===== src/rtl/h2wfc_pkg.sv =====
// Shared types, codes and arithmetic helpers of the HTTP/2 window flow control block.
package h2wfc_pkg;

  // Field widths
  localparam int MODE_W   = 4;
  localparam int STREAM_W = 4;
  localparam int WIN_W    = 31;
  localparam int CONN_W   = 40;
  localparam int DELTA_W  = 36;

  // Event kinds
  localparam logic [MODE_W-1:0] MODE_SENT      = 4'd0;
  localparam logic [MODE_W-1:0] MODE_RECV      = 4'd1;
  localparam logic [MODE_W-1:0] MODE_POLL_CONN = 4'd2;
  localparam logic [MODE_W-1:0] MODE_POLL_STRM = 4'd3;
  localparam logic [MODE_W-1:0] MODE_CONN_UPD  = 4'd4;
  localparam logic [MODE_W-1:0] MODE_STRM_UPD  = 4'd5;
  localparam logic [MODE_W-1:0] MODE_READ_HINT = 4'd6;
  localparam logic [MODE_W-1:0] MODE_DESTROY   = 4'd7;
  localparam logic [MODE_W-1:0] MODE_URGENCY   = 4'd8;

  // Result status codes
  localparam logic [1:0] ST_OK        = 2'd0;
  localparam logic [1:0] ST_CONN_OVF  = 2'd1;
  localparam logic [1:0] ST_STRM_OVF  = 2'd2;
  localparam logic [1:0] ST_TOLERATED = 2'd3;

  // Urgency codes
  localparam logic [1:0] URG_NONE  = 2'd0;
  localparam logic [1:0] URG_NOW   = 2'd1;
  localparam logic [1:0] URG_QUEUE = 2'd2;

  // Register indexes
  localparam logic REG_SENT_INIT  = 1'b0;
  localparam logic REG_ACKED_INIT = 1'b1;

  // Window constants
  localparam logic [WIN_W-1:0] MAX_WIN     = 31'h7FFF_FFFF;
  localparam logic [31:0]      U32_ALL     = 32'hFFFF_FFFF;
  localparam logic [WIN_W-1:0] INIT_WINDOW = 31'd65535;

  typedef struct packed {
    logic [MODE_W-1:0]   mode;
    logic [STREAM_W-1:0] stream;
    logic                stream_valid;
    logic [WIN_W-1:0]    amount;
    logic [31:0]         max_hint;
    logic [31:0]         unread_bytes;
    logic                out_pending;
    logic                rx_closed;
  } item_t;

  typedef struct packed {
    logic [1:0]  status;
    logic [31:0] announce;
    logic [1:0]  conn_urgency;
    logic [1:0]  stream_urgency;
  } result_t;

  typedef struct packed {
    logic [WIN_W-1:0] sent;
    logic [WIN_W-1:0] acked;
  } cfg_t;

  typedef struct packed {
    logic signed [CONN_W-1:0] peer;
    logic signed [CONN_W-1:0] lca;
    logic signed [CONN_W-1:0] over;
    logic signed [CONN_W-1:0] under;
  } conn_t;

  typedef struct packed {
    logic signed [DELTA_W-1:0] peer;
    logic signed [DELTA_W-1:0] local_d;
    logic signed [DELTA_W-1:0] announced;
  } row_t;

  // Clamp a two-bit-wider sum to the connection window range
  function automatic logic signed [CONN_W-1:0] sat40(input logic signed [CONN_W+1:0] v);
    logic signed [CONN_W-1:0] r;
    r = v[CONN_W-1:0];
    if (v[CONN_W+1:CONN_W-1] != 3'b000 && v[CONN_W+1:CONN_W-1] != 3'b111) begin
      r = v[CONN_W+1] ? {1'b1, {(CONN_W-1){1'b0}}} : {1'b0, {(CONN_W-1){1'b1}}};
    end
    return r;
  endfunction

  // Clamp a two-bit-wider sum to the stream delta range
  function automatic logic signed [DELTA_W-1:0] sat36(input logic signed [DELTA_W+1:0] v);
    logic signed [DELTA_W-1:0] r;
    r = v[DELTA_W-1:0];
    if (v[DELTA_W+1:DELTA_W-1] != 3'b000 && v[DELTA_W+1:DELTA_W-1] != 3'b111) begin
      r = v[DELTA_W+1] ? {1'b1, {(DELTA_W-1){1'b0}}} : {1'b0, {(DELTA_W-1){1'b1}}};
    end
    return r;
  endfunction

endpackage


===== src/rtl/h2wfc_regs.sv =====
// APB configuration registers: initial stream windows sent and acknowledged.
module h2wfc_regs (
  input  logic                 clk,
  input  logic                 rst,
  input  logic                 psel,
  input  logic                 penable,
  input  logic                 pwrite,
  input  logic [2:0]           paddr,
  input  logic [31:0]          pwdata,
  output logic [31:0]          prdata,
  output logic                 pready,
  output h2wfc_pkg::cfg_t      cfg,
  output h2wfc_pkg::cfg_t      cfg_next
);
  import h2wfc_pkg::*;

  logic wr_en;

  assign pready = 1'b1;
  assign wr_en  = psel & penable & pwrite;

  // Decode the word address; byte offset bits are ignored
  always_comb begin
    cfg_next = cfg;
    if (wr_en) begin
      unique case (paddr[2])
        REG_SENT_INIT:  cfg_next.sent  = pwdata[WIN_W-1:0];
        REG_ACKED_INIT: cfg_next.acked = pwdata[WIN_W-1:0];
        default:        cfg_next = cfg;
      endcase
    end
  end

  always_ff @(posedge clk) begin
    if (rst) begin
      cfg.sent  <= INIT_WINDOW;
      cfg.acked <= INIT_WINDOW;
    end else begin
      cfg <= cfg_next;
    end
  end

  // Return the addressed register
  always_comb begin
    unique case (paddr[2])
      REG_SENT_INIT:  prdata = {1'b0, cfg.sent};
      REG_ACKED_INIT: prdata = {1'b0, cfg.acked};
      default:        prdata = '0;
    endcase
  end

endmodule


===== src/rtl/h2wfc_table.sv =====
// Per-stream table of peer, local and announced window deltas.
module h2wfc_table #(
  parameter int DEPTH = 16,
  parameter int IW    = 4
) (
  input  logic                clk,
  input  logic                rst,
  input  logic [IW-1:0]       addr,
  input  logic                we,
  input  h2wfc_pkg::row_t     wdata,
  output h2wfc_pkg::row_t     rdata
);
  import h2wfc_pkg::*;

  row_t rows [DEPTH];

  // Clear every slot at reset, then write one slot per event
  always_ff @(posedge clk) begin
    if (rst) begin
      for (int i = 0; i < DEPTH; i++) begin
        rows[i] <= '0;
      end
    end else if (we) begin
      rows[addr] <= wdata;
    end
  end

  assign rdata = rows[addr];

endmodule


===== src/rtl/h2wfc_event.sv =====
// Event datapath: next connection state, next slot row and the result of one event.
module h2wfc_event (
  input  h2wfc_pkg::item_t    item,
  input  logic                sv,
  input  h2wfc_pkg::row_t     row,
  input  h2wfc_pkg::conn_t    conn,
  input  h2wfc_pkg::cfg_t     cfg,
  input  logic [30:0]         target,
  input  logic [30:0]         thr_half,
  input  logic [30:0]         thr_3q,
  output h2wfc_pkg::conn_t    conn_next,
  output h2wfc_pkg::row_t     row_next,
  output logic                row_we,
  output h2wfc_pkg::result_t  res
);
  import h2wfc_pkg::*;

  logic signed [CONN_W+1:0]  amt42, lca42, peer42, t42, thr42, cdiff, over42, under42;
  logic signed [CONN_W+1:0]  pos_old, pos_new, neg_old, neg_new;
  logic signed [DELTA_W+1:0] amt38, ad38, ld38, spd38, lim_acked, lim_sent, sdiff;
  logic signed [DELTA_W+1:0] sent38, half38, want38;
  logic signed [DELTA_W-1:0] ad_recv, ld_recv, ad_poll, new_ad;
  logic signed [CONN_W-1:0]  lca_recv, lca_poll;
  logic                      conn_ovf, ack_ovf, snt_ovf, grant_ok, cclamp, sclamp, tot_we;
  logic [31:0]               cap, want0, want;

  // Sign- or zero-extend operands to the working widths
  assign amt42   = {11'd0, item.amount};
  assign lca42   = {{2{conn.lca[CONN_W-1]}}, conn.lca};
  assign peer42  = {{2{conn.peer[CONN_W-1]}}, conn.peer};
  assign over42  = {{2{conn.over[CONN_W-1]}}, conn.over};
  assign under42 = {{2{conn.under[CONN_W-1]}}, conn.under};
  assign t42     = {11'd0, target};
  assign thr42   = {11'd0, (item.out_pending ? thr_3q : thr_half)};
  assign amt38   = {7'd0, item.amount};
  assign ad38    = {{2{row.announced[DELTA_W-1]}}, row.announced};
  assign ld38    = {{2{row.local_d[DELTA_W-1]}}, row.local_d};
  assign spd38   = {{2{row.peer[DELTA_W-1]}}, row.peer};
  assign sent38  = {7'd0, cfg.sent};
  assign half38  = {8'd0, cfg.sent[WIN_W-1:1]};

  // Received data checks
  assign conn_ovf  = amt42 > lca42;
  assign lim_acked = ad38 + {7'd0, cfg.acked};
  assign lim_sent  = ad38 + sent38;
  assign ack_ovf   = amt38 > lim_acked;
  assign snt_ovf   = amt38 > lim_sent;
  assign ad_recv   = sat36(ad38 - amt38);
  assign ld_recv   = sat36(ld38 - amt38);
  assign lca_recv  = sat40(lca42 - amt42);

  // Connection grant: top the announced window up to the target
  assign grant_ok = (lca42 <= thr42) && (lca42 != t42);
  assign cdiff    = t42 - lca42;
  assign cclamp   = cdiff > {10'd0, U32_ALL};
  assign lca_poll = cclamp ? sat40(lca42 + {10'd0, U32_ALL}) : {9'd0, target};

  // Stream grant: announce what the local delta is ahead by
  assign sdiff   = ld38 - ad38;
  assign sclamp  = sdiff > {6'd0, U32_ALL};
  assign ad_poll = sclamp ? sat36(ad38 + {6'd0, U32_ALL}) : row.local_d;

  // Read hint: bytes wanted beyond what is already buffered
  assign cap    = U32_ALL - {1'b0, cfg.sent};
  assign want0  = (item.max_hint >= cap) ? cap : item.max_hint;
  assign want   = (want0 >= item.unread_bytes) ? (want0 - item.unread_bytes) : 32'd0;
  assign want38 = {6'd0, want};

  // Totals follow the sign of the old and new announced delta
  assign pos_old = (row.announced > 0) ? {{4{ad38[DELTA_W+1]}}, ad38} : '0;
  assign neg_old = (row.announced > 0) ? '0 : {{4{ad38[DELTA_W+1]}}, ad38};

  always_comb begin
    conn_next = conn;
    row_next  = row;
    row_we    = 1'b0;
    res       = '0;
    new_ad    = row.announced;
    tot_we    = 1'b0;
    case (item.mode)
      MODE_SENT: begin
        conn_next.peer = sat40(peer42 - amt42);
        if (sv) begin
          row_next.peer = sat36(spd38 - amt38);
          row_we        = 1'b1;
        end
      end
      MODE_RECV: begin
        if (conn_ovf) begin
          res.status = ST_CONN_OVF;
        end else if (sv && ack_ovf && snt_ovf) begin
          res.status = ST_STRM_OVF;
        end else begin
          if (sv) begin
            if (ack_ovf) begin
              res.status = ST_TOLERATED;
            end
            row_next.announced = ad_recv;
            row_next.local_d   = ld_recv;
            row_we             = 1'b1;
            new_ad             = ad_recv;
            tot_we             = 1'b1;
          end
          conn_next.lca = lca_recv;
        end
      end
      MODE_POLL_CONN: begin
        if (grant_ok) begin
          res.announce  = cclamp ? U32_ALL : cdiff[31:0];
          conn_next.lca = lca_poll;
        end
      end
      MODE_POLL_STRM: begin
        if (sv && (row.local_d > row.announced)) begin
          res.announce       = sclamp ? U32_ALL : sdiff[31:0];
          row_next.announced = ad_poll;
          row_we             = 1'b1;
          new_ad             = ad_poll;
          tot_we             = 1'b1;
        end
      end
      MODE_CONN_UPD: begin
        conn_next.peer = sat40(peer42 + amt42);
      end
      MODE_STRM_UPD: begin
        if (sv) begin
          row_next.peer = sat36(spd38 + amt38);
          row_we        = 1'b1;
        end
      end
      MODE_READ_HINT: begin
        if (sv && (ld38 < want38)) begin
          row_next.local_d = {4'd0, want};
          row_we           = 1'b1;
        end
      end
      MODE_DESTROY: begin
        if (sv) begin
          row_next = '0;
          row_we   = 1'b1;
          new_ad   = '0;
          tot_we   = 1'b1;
        end
      end
      MODE_URGENCY: begin
        if (lca42 < {11'd0, thr_half}) begin
          res.conn_urgency = URG_NOW;
        end
        if (sv && !item.rx_closed && (row.local_d > row.announced)) begin
          res.stream_urgency = (lim_sent <= half38) ? URG_NOW : URG_QUEUE;
        end
      end
      default: begin
        res = '0;
      end
    endcase
    // Move the slot's announced delta between the totals
    pos_new = (new_ad > 0) ? {{6{new_ad[DELTA_W-1]}}, new_ad} : '0;
    neg_new = (new_ad > 0) ? '0 : {{6{new_ad[DELTA_W-1]}}, new_ad};
    if (tot_we) begin
      conn_next.over  = sat40(over42 - pos_old + pos_new);
      conn_next.under = sat40(under42 - neg_old + neg_new);
    end
  end

endmodule


===== src/rtl/http2_window_flow_control_top.sv =====
// HTTP/2 window flow control: top level with stream ports, connection state and APB port.
//
// Tracks the connection credit windows and per-stream window deltas of one HTTP/2
// connection and answers each event (data sent or received, update polls, peer
// updates, read hints, stream destroy, urgency query) with one result. An event is
// captured in an input register, evaluated against the connection registers and one
// slot of the stream table, and its result is held in an output register. One event
// is accepted per cycle while results are taken; a result left waiting holds the input.
// Back-to-back events see each other's updates because the table slot and the
// connection registers are written in the same cycle the result is captured. Only the
// first min(STREAMS, 16) slots exist; a slot number at or above STREAMS acts on the
// connection alone. The table is cleared directly at reset.
module http2_window_flow_control_top #(
  parameter int STREAMS = 16
) (
  input  logic         clk,
  input  logic         rst,
  // stream request in
  input  logic         s_tvalid,
  output logic         s_tready,
  input  logic [103:0] s_tdata,  // stream[3:0], stream_valid, amount[30:0], max_hint[31:0],
                                 // unread_bytes[31:0], out_pending, rx_closed, zero pad
  input  logic [3:0]   s_tuser,  // mode[3:0]
  // result out
  output logic         m_tvalid,
  input  logic         m_tready,
  output logic [39:0]  m_tdata,  // status[1:0], announce[31:0], conn_urgency[1:0],
                                 // stream_urgency[1:0], zero pad
  // configuration
  input  logic         psel,
  input  logic         penable,
  input  logic         pwrite,
  input  logic [2:0]   paddr,
  input  logic [31:0]  pwdata,
  output logic [31:0]  prdata,
  output logic         pready
);
  import h2wfc_pkg::*;

  localparam int DEPTH = (STREAMS < (2 ** STREAM_W)) ? STREAMS : (2 ** STREAM_W);
  localparam int IW    = (DEPTH > 1) ? $clog2(DEPTH) : 1;
  localparam logic [30:0] INIT_HALF = INIT_WINDOW >> 1;
  localparam logic [30:0] INIT_3Q   = 31'((33'(INIT_WINDOW) * 33'd3) >> 2);

  item_t       in_item, s_item;
  logic        in_full, fire, sv;
  result_t     res, out_res;
  logic        out_full;
  cfg_t        cfg, cfg_next;
  conn_t       conn, conn_next, conn_d;
  row_t        row, row_next;
  logic        row_we;
  logic [30:0] target, thr_half, thr_3q, target_next;
  logic signed [CONN_W+1:0] tsum;
  logic [32:0] t3;

  // Unpack the request
  assign s_item.mode         = s_tuser;
  assign s_item.stream       = s_tdata[3:0];
  assign s_item.stream_valid = s_tdata[4];
  assign s_item.amount       = s_tdata[35:5];
  assign s_item.max_hint     = s_tdata[67:36];
  assign s_item.unread_bytes = s_tdata[99:68];
  assign s_item.out_pending  = s_tdata[100];
  assign s_item.rx_closed    = s_tdata[101];

  // Advance when the held request can place its result
  assign fire     = in_full && (!out_full || m_tready);
  assign s_tready = !in_full || fire;

  always_ff @(posedge clk) begin
    if (rst) begin
      in_full <= 1'b0;
    end else if (s_tvalid && s_tready) begin
      in_full <= 1'b1;
    end else if (fire) begin
      in_full <= 1'b0;
    end
  end

  always_ff @(posedge clk) begin
    if (s_tvalid && s_tready) begin
      in_item <= s_item;
    end
  end

  assign sv = in_item.stream_valid && (32'(in_item.stream) < 32'(STREAMS));

  h2wfc_regs u_regs (
    .clk      (clk),
    .rst      (rst),
    .psel     (psel),
    .penable  (penable),
    .pwrite   (pwrite),
    .paddr    (paddr),
    .pwdata   (pwdata),
    .prdata   (prdata),
    .pready   (pready),
    .cfg      (cfg),
    .cfg_next (cfg_next)
  );

  h2wfc_table #(
    .DEPTH (DEPTH),
    .IW    (IW)
  ) u_table (
    .clk   (clk),
    .rst   (rst),
    .addr  (in_item.stream[IW-1:0]),
    .we    (fire && row_we),
    .wdata (row_next),
    .rdata (row)
  );

  h2wfc_event u_event (
    .item      (in_item),
    .sv        (sv),
    .row       (row),
    .conn      (conn),
    .cfg       (cfg),
    .target    (target),
    .thr_half  (thr_half),
    .thr_3q    (thr_3q),
    .conn_next (conn_next),
    .row_next  (row_next),
    .row_we    (row_we),
    .res       (res)
  );

  // Hold connection state; update it on each evaluated event
  assign conn_d = fire ? conn_next : conn;

  always_ff @(posedge clk) begin
    if (rst) begin
      conn.peer  <= {9'd0, INIT_WINDOW};
      conn.lca   <= {9'd0, INIT_WINDOW};
      conn.over  <= '0;
      conn.under <= '0;
    end else begin
      conn <= conn_d;
    end
  end

  // Keep the target window and its thresholds ready for the next event
  assign tsum        = {{2{conn_d.over[CONN_W-1]}}, conn_d.over} + {11'd0, cfg_next.sent};
  assign target_next = (tsum > {11'd0, MAX_WIN}) ? MAX_WIN :
                       (tsum < 0) ? 31'd0 : tsum[30:0];
  assign t3          = {2'b00, target_next} + {1'b0, target_next, 1'b0};

  always_ff @(posedge clk) begin
    if (rst) begin
      target   <= INIT_WINDOW;
      thr_half <= INIT_HALF;
      thr_3q   <= INIT_3Q;
    end else begin
      target   <= target_next;
      thr_half <= target_next >> 1;
      thr_3q   <= t3[32:2];
    end
  end

  // Result register
  always_ff @(posedge clk) begin
    if (rst) begin
      out_full <= 1'b0;
    end else if (fire) begin
      out_full <= 1'b1;
    end else if (m_tready) begin
      out_full <= 1'b0;
    end
  end

  always_ff @(posedge clk) begin
    if (fire) begin
      out_res <= res;
    end
  end

  assign m_tvalid = out_full;
  assign m_tdata  = {2'b00, out_res.stream_urgency, out_res.conn_urgency,
                     out_res.announce, out_res.status};

  // Positive announced deltas only ever feed the over-initial total
  a_over_nonneg: assert property (@(posedge clk) disable iff (rst) !conn.over[CONN_W-1])
    else $error("total over initial went negative");

  // Non-positive announced deltas only ever feed the under-initial total
  a_under_nonpos: assert property (@(posedge clk) disable iff (rst) conn.under <= 0)
    else $error("total under initial went positive");

  // Thresholds stay ordered below the target
  a_thr_order: assert property (@(posedge clk) disable iff (rst)
    (thr_half <= thr_3q) && (thr_3q <= target))
    else $error("window thresholds out of order");

  // A refused connection frame leaves the announced window alone
  a_refused: assert property (@(posedge clk) disable iff (rst)
    fire && (in_item.mode == MODE_RECV) && (res.status == ST_CONN_OVF) |=> $stable(conn.lca))
    else $error("refused frame changed the connection window");

  // An evaluated event always leaves a result behind
  a_result: assert property (@(posedge clk) disable iff (rst) fire |=> out_full)
    else $error("evaluated event produced no result");

endmodule


===== config.mk =====
export PLATFORM = sky130hd
export DESIGN_NAME = http2_window_flow_control_top
export DESIGN_NICKNAME = d
export VERILOG_FILES = /design/src/rtl/h2wfc_pkg.sv /design/src/rtl/h2wfc_regs.sv /design/src/rtl/h2wfc_table.sv /design/src/rtl/h2wfc_event.sv /design/src/rtl/http2_window_flow_control_top.sv
export SDC_FILE = /design/constraint.sdc
export NUM_CORES = 2
export LEC_CHECK = 0
export ABC_AREA = 1
export BUFFER_PORTS_ARGS = -buffer_cell sky130_fd_sc_hd__buf_2
export CORE_ASPECT_RATIO = 1.75
export CORE_UTILIZATION = 40
export DETAILED_ROUTE_END_ITERATION = 7
export SLEW_MARGIN = 40
export SYNTH_ARGS = -nofsm -noshare
export SYNTH_HDL_FRONTEND = slang
export SYNTH_SLANG_ARGS = --single-unit

===== constraint.sdc =====
create_clock -name clk -period 15.7 [get_ports clk]
set_input_delay 3.14 -clock clk [delete_from_list [all_inputs] [get_ports clk]]
set_output_delay 3.14 -clock clk [all_outputs]
set_load 0.01 [all_outputs]

==> impl_metrics.env <==
export IMPL_clock_latency_ns=0.90
export IMPL_pre_cts_ws_ns=-2.60
export IMPL_cp_slowest_cell="fa_1"
export IMPL_fin_nets=14300
export IMPL_holdBufCountCts=0
export IMPL_stdcell_count=16800
export IMPL_gp_congestion=1.11
export IMPL_timing_final_ws_setup_ns=-0.906
export IMPL_synth_area_per_cell_sq_um=8.31
export IMPL_crit_top_cell="buf_4"
export IMPL_drive_gt1_share_pct=25.0
export IMPL_antenna_found_initial=35
export IMPL_skew_ns=0.0745
export IMPL_ant_nets=0
export IMPL_status="finished with violations"
export IMPL_crit_required_ns=16.48
export IMPL_hold_path_class="flop to flop"
export IMPL_maxSlewHeadroom_pct=39.4
export IMPL_synth_cell_type_count=83
export IMPL_cap_violations=0
export IMPL_io_pins=225
export IMPL_ir_drop_mv=0.105
export IMPL_synth_cells=11600
export IMPL_async_reset_ff_share_pct=0
export IMPL_cts_root_buf="clkbuf_16"
export IMPL_die_area_sq_um=244000
export IMPL_fin_hold_ws_ns=0.494
export IMPL_synth_largest_area_cell="edfxtp_1"
export IMPL_end_kind="flop"
export IMPL_drt_pass1_iterations=8
export IMPL_finalHoldViolCount=0
export IMPL_rows=238
export IMPL_numCtsBuffers=155
export IMPL_cp_start_kind="flop"
export IMPL_final_area_sq_um=126000
export IMPL_area_growth_pct=30.5
export IMPL_synthTopCellsByCount="nor2_1 (2,003), nand2_1 (1,845), edfxtp_1 (1,295)"
export IMPL_vias=96500
export IMPL_via_per_inst=5.76
export IMPL_synth_warnings=0
export IMPL_routedWlPerCell_um=29.1
export IMPL_dp_final_hpwl_mm=358
export IMPL_period_needed_ns=16.61
export IMPL_fin_util_pct=52.5
export IMPL_grt_usage_pct=38.7
export IMPL_setup_viol=9
export IMPL_critical_path_class="flop to flop"
export IMPL_slowest_delay_ns=0.57
export IMPL_cts_tree="yes"
export IMPL_critPathMaxFanout=8
export IMPL_start_util_pct=40.2
export IMPL_p_leak_nw=56.5
export IMPL_fmax_mhz=60.2
export IMPL_power_density_nw_per_um2=124
export IMPL_dp_cells=16300
export IMPL_min_period_over_period_pct=106
export IMPL_fp_dieH_um=652
export IMPL_drv_slew=0
export IMPL_synth_area_top_cells="edfxtp_1 (40%), nor2_1 (7.8%), ha_1 (7.5%), nand2_1 (7.2%), o21ai_0 (4.8%)"
export IMPL_grt_pass1_wl_mm=670
export IMPL_grt_max_degree=123
export IMPL_htreeDepth=4
export IMPL_yosys_cell_count_top_type="nor2_1"
export IMPL_wirelength_mm=488
export IMPL_drt_iter0_markers=9020
export IMPL_path_clk_slew_ns=0.07
export IMPL_ys_ff_latch=1505
export IMPL_synth_edff_count=1295
export IMPL_failed_checks="design-rule violations, negative setup slack"
export IMPL_io_buffers=214
export IMPL_syn_area_sq_um=96700
export IMPL_synth_top_area_share_pct=40.2
export IMPL_drc=2
export IMPL_cp_arrival_ns=17.38
export IMPL_tightest_slew_ns=0.909
export IMPL_cts_sinks=1505
export IMPL_core_area_sq_um=240000
export IMPL_grt_overflow_total=0
export IMPL_placedInstanceArea_sq_um=115000
export IMPL_clockBufferDepth=4
export IMPL_rsz0062_at_grt="true"
export IMPL_die_w_um=374
export IMPL_fillers=22300
export IMPL_synth_ff_type="edfxtp_1"
export IMPL_grt_pass1_vias=95600
export IMPL_ys_seq_area_share_pct=44.6
-- routing by layer --
metal / vias up / share of wire [%] / track usage (%)
met5: - / 0.029 / 0
met4: 22 / 13 / 43.3
met3: 1891 / 7.6 / 8.00
met2: 4827 / 48 / 65.8
met1: 46200 / 31 / 37.0
li1: 43500 / - / -
-- critical path: cells and delay by family, from the launching register on --
| family | cells | cell delay, ns |
|---|---|---|
| DFF | 1 | 0.39 |
| xor gates and xnor gates | 2 | 0.32 |
| adders and majority gates | 4 | 1.40 |
| buffers and inverters | 61 | 7.76 |
| AOI/OAI and AO/OA | 15 | 2.03 |
| and+or+nand+nor | 40 | 4.47 |
-- sequential cells by signal, indices dropped and copies added (netlist names), named ones only --
register and count:
m_tdata 37, in_item 105, u_regs.cfg 62, target 31, m_tvalid 1, conn 80, thr_3q 31, in_full 1
sv 1, u_table.rows 1152
-- timing repair --
item | in CTS | in global routing
gates resized for setup | 329 | 600
gates cloned | 9 | 9
pin swaps | 110 | 239
setup buffers | 120 | 71
endpoints found under the setup margin | 39 | 29
-- placed cells by master (no fill, tap or decap), drive strengths merged, types with 26 or more instances in the layout --
cell type	n
o22ai	81
nand2	1881
a31oi	68
nand4	64
o211ai	177
fa	50
or2	54
o221ai	227
edfxtp	1295
dfxtp	210
buf	2323
nor4	26
a21oi	822
nand3	442
o21a	43
clkbuf	201
nor2	2047
ha	578
o21ai	1054
nor3	74
a21o	29
xnor2	109
clkinv	70
xor2	233
inv	1195
a211oi	35
-- final cells by class --
cell class,instances,area (sq um),area share (%)
diodes,23,57.6,0.0456
clock buffers,193,4110,3.25
clock inverters,80,717,0.568
inverters,1200,4590,3.64
multi-input cells,8304,50000,39.6
flip-flops and latches,1505,43100,34.2
well taps,3120,3900,3.09
repair buffers,2336,19700,15.6
repair inverters,2,20.0,0.0159
-- worst paths after layout --
path / cells past startpoint / slack (ns) / startpoint / end
max: 122 / -0.91 / flop / thr_3q[16]$_SDFF_PP0_
min: 2 / 0.49 / conn[50]$_SDFF_PP0_ / conn[50]$_SDFF_PP0_
max reg2reg: 122 / -0.91 / flop / thr_3q[16]$_SDFF_PP0_
min reg2reg: 2 / 0.49 / conn[50]$_SDFF_PP0_ / conn[50]$_SDFF_PP0_
-- power breakdown --
| part | leakage [nW] | switching, W | internal (W) |
|---|---|---|---|
| logic | 39.2 | 0.00436 | 0.00301 |
| clock network | 2.36 | 0.00169 | 0.00204 |
| registers | 14.9 | 0.0000785 | 0.00452 |
| total | 56.5 | 0.00613 | 0.00957 |
-- metrics by stage --
stage / power [W] / setup TNS (ns)
finish: 0.0157 / -5.77
detailed placement: 0.0110 / -40.64
CTS: 0.0151 / -3.08
global route: 0.0163 / -12.20
global placement: 0.0110 / -47.29
floorplan: 0.00775 / 0
-- cell families (layout without fill, tap and decap cells) --
kind of cell / count (synthesis) / count (layout) / synth area share, %
compound gates: 2693 / 2693 / 16.5
xor+xnor: 342 / 342 / 3.10
fa+ha+maj: 628 / 628 / 8.51
buf+inv: 1842 / 3811 / 7.81
flops: 1505 / 1505 / 44.6
other cells: 2 / 38 / 0.00777
simple gates: 4626 / 4626 / 19.5
Note: power is estimated with default switching activity, not from simulation.
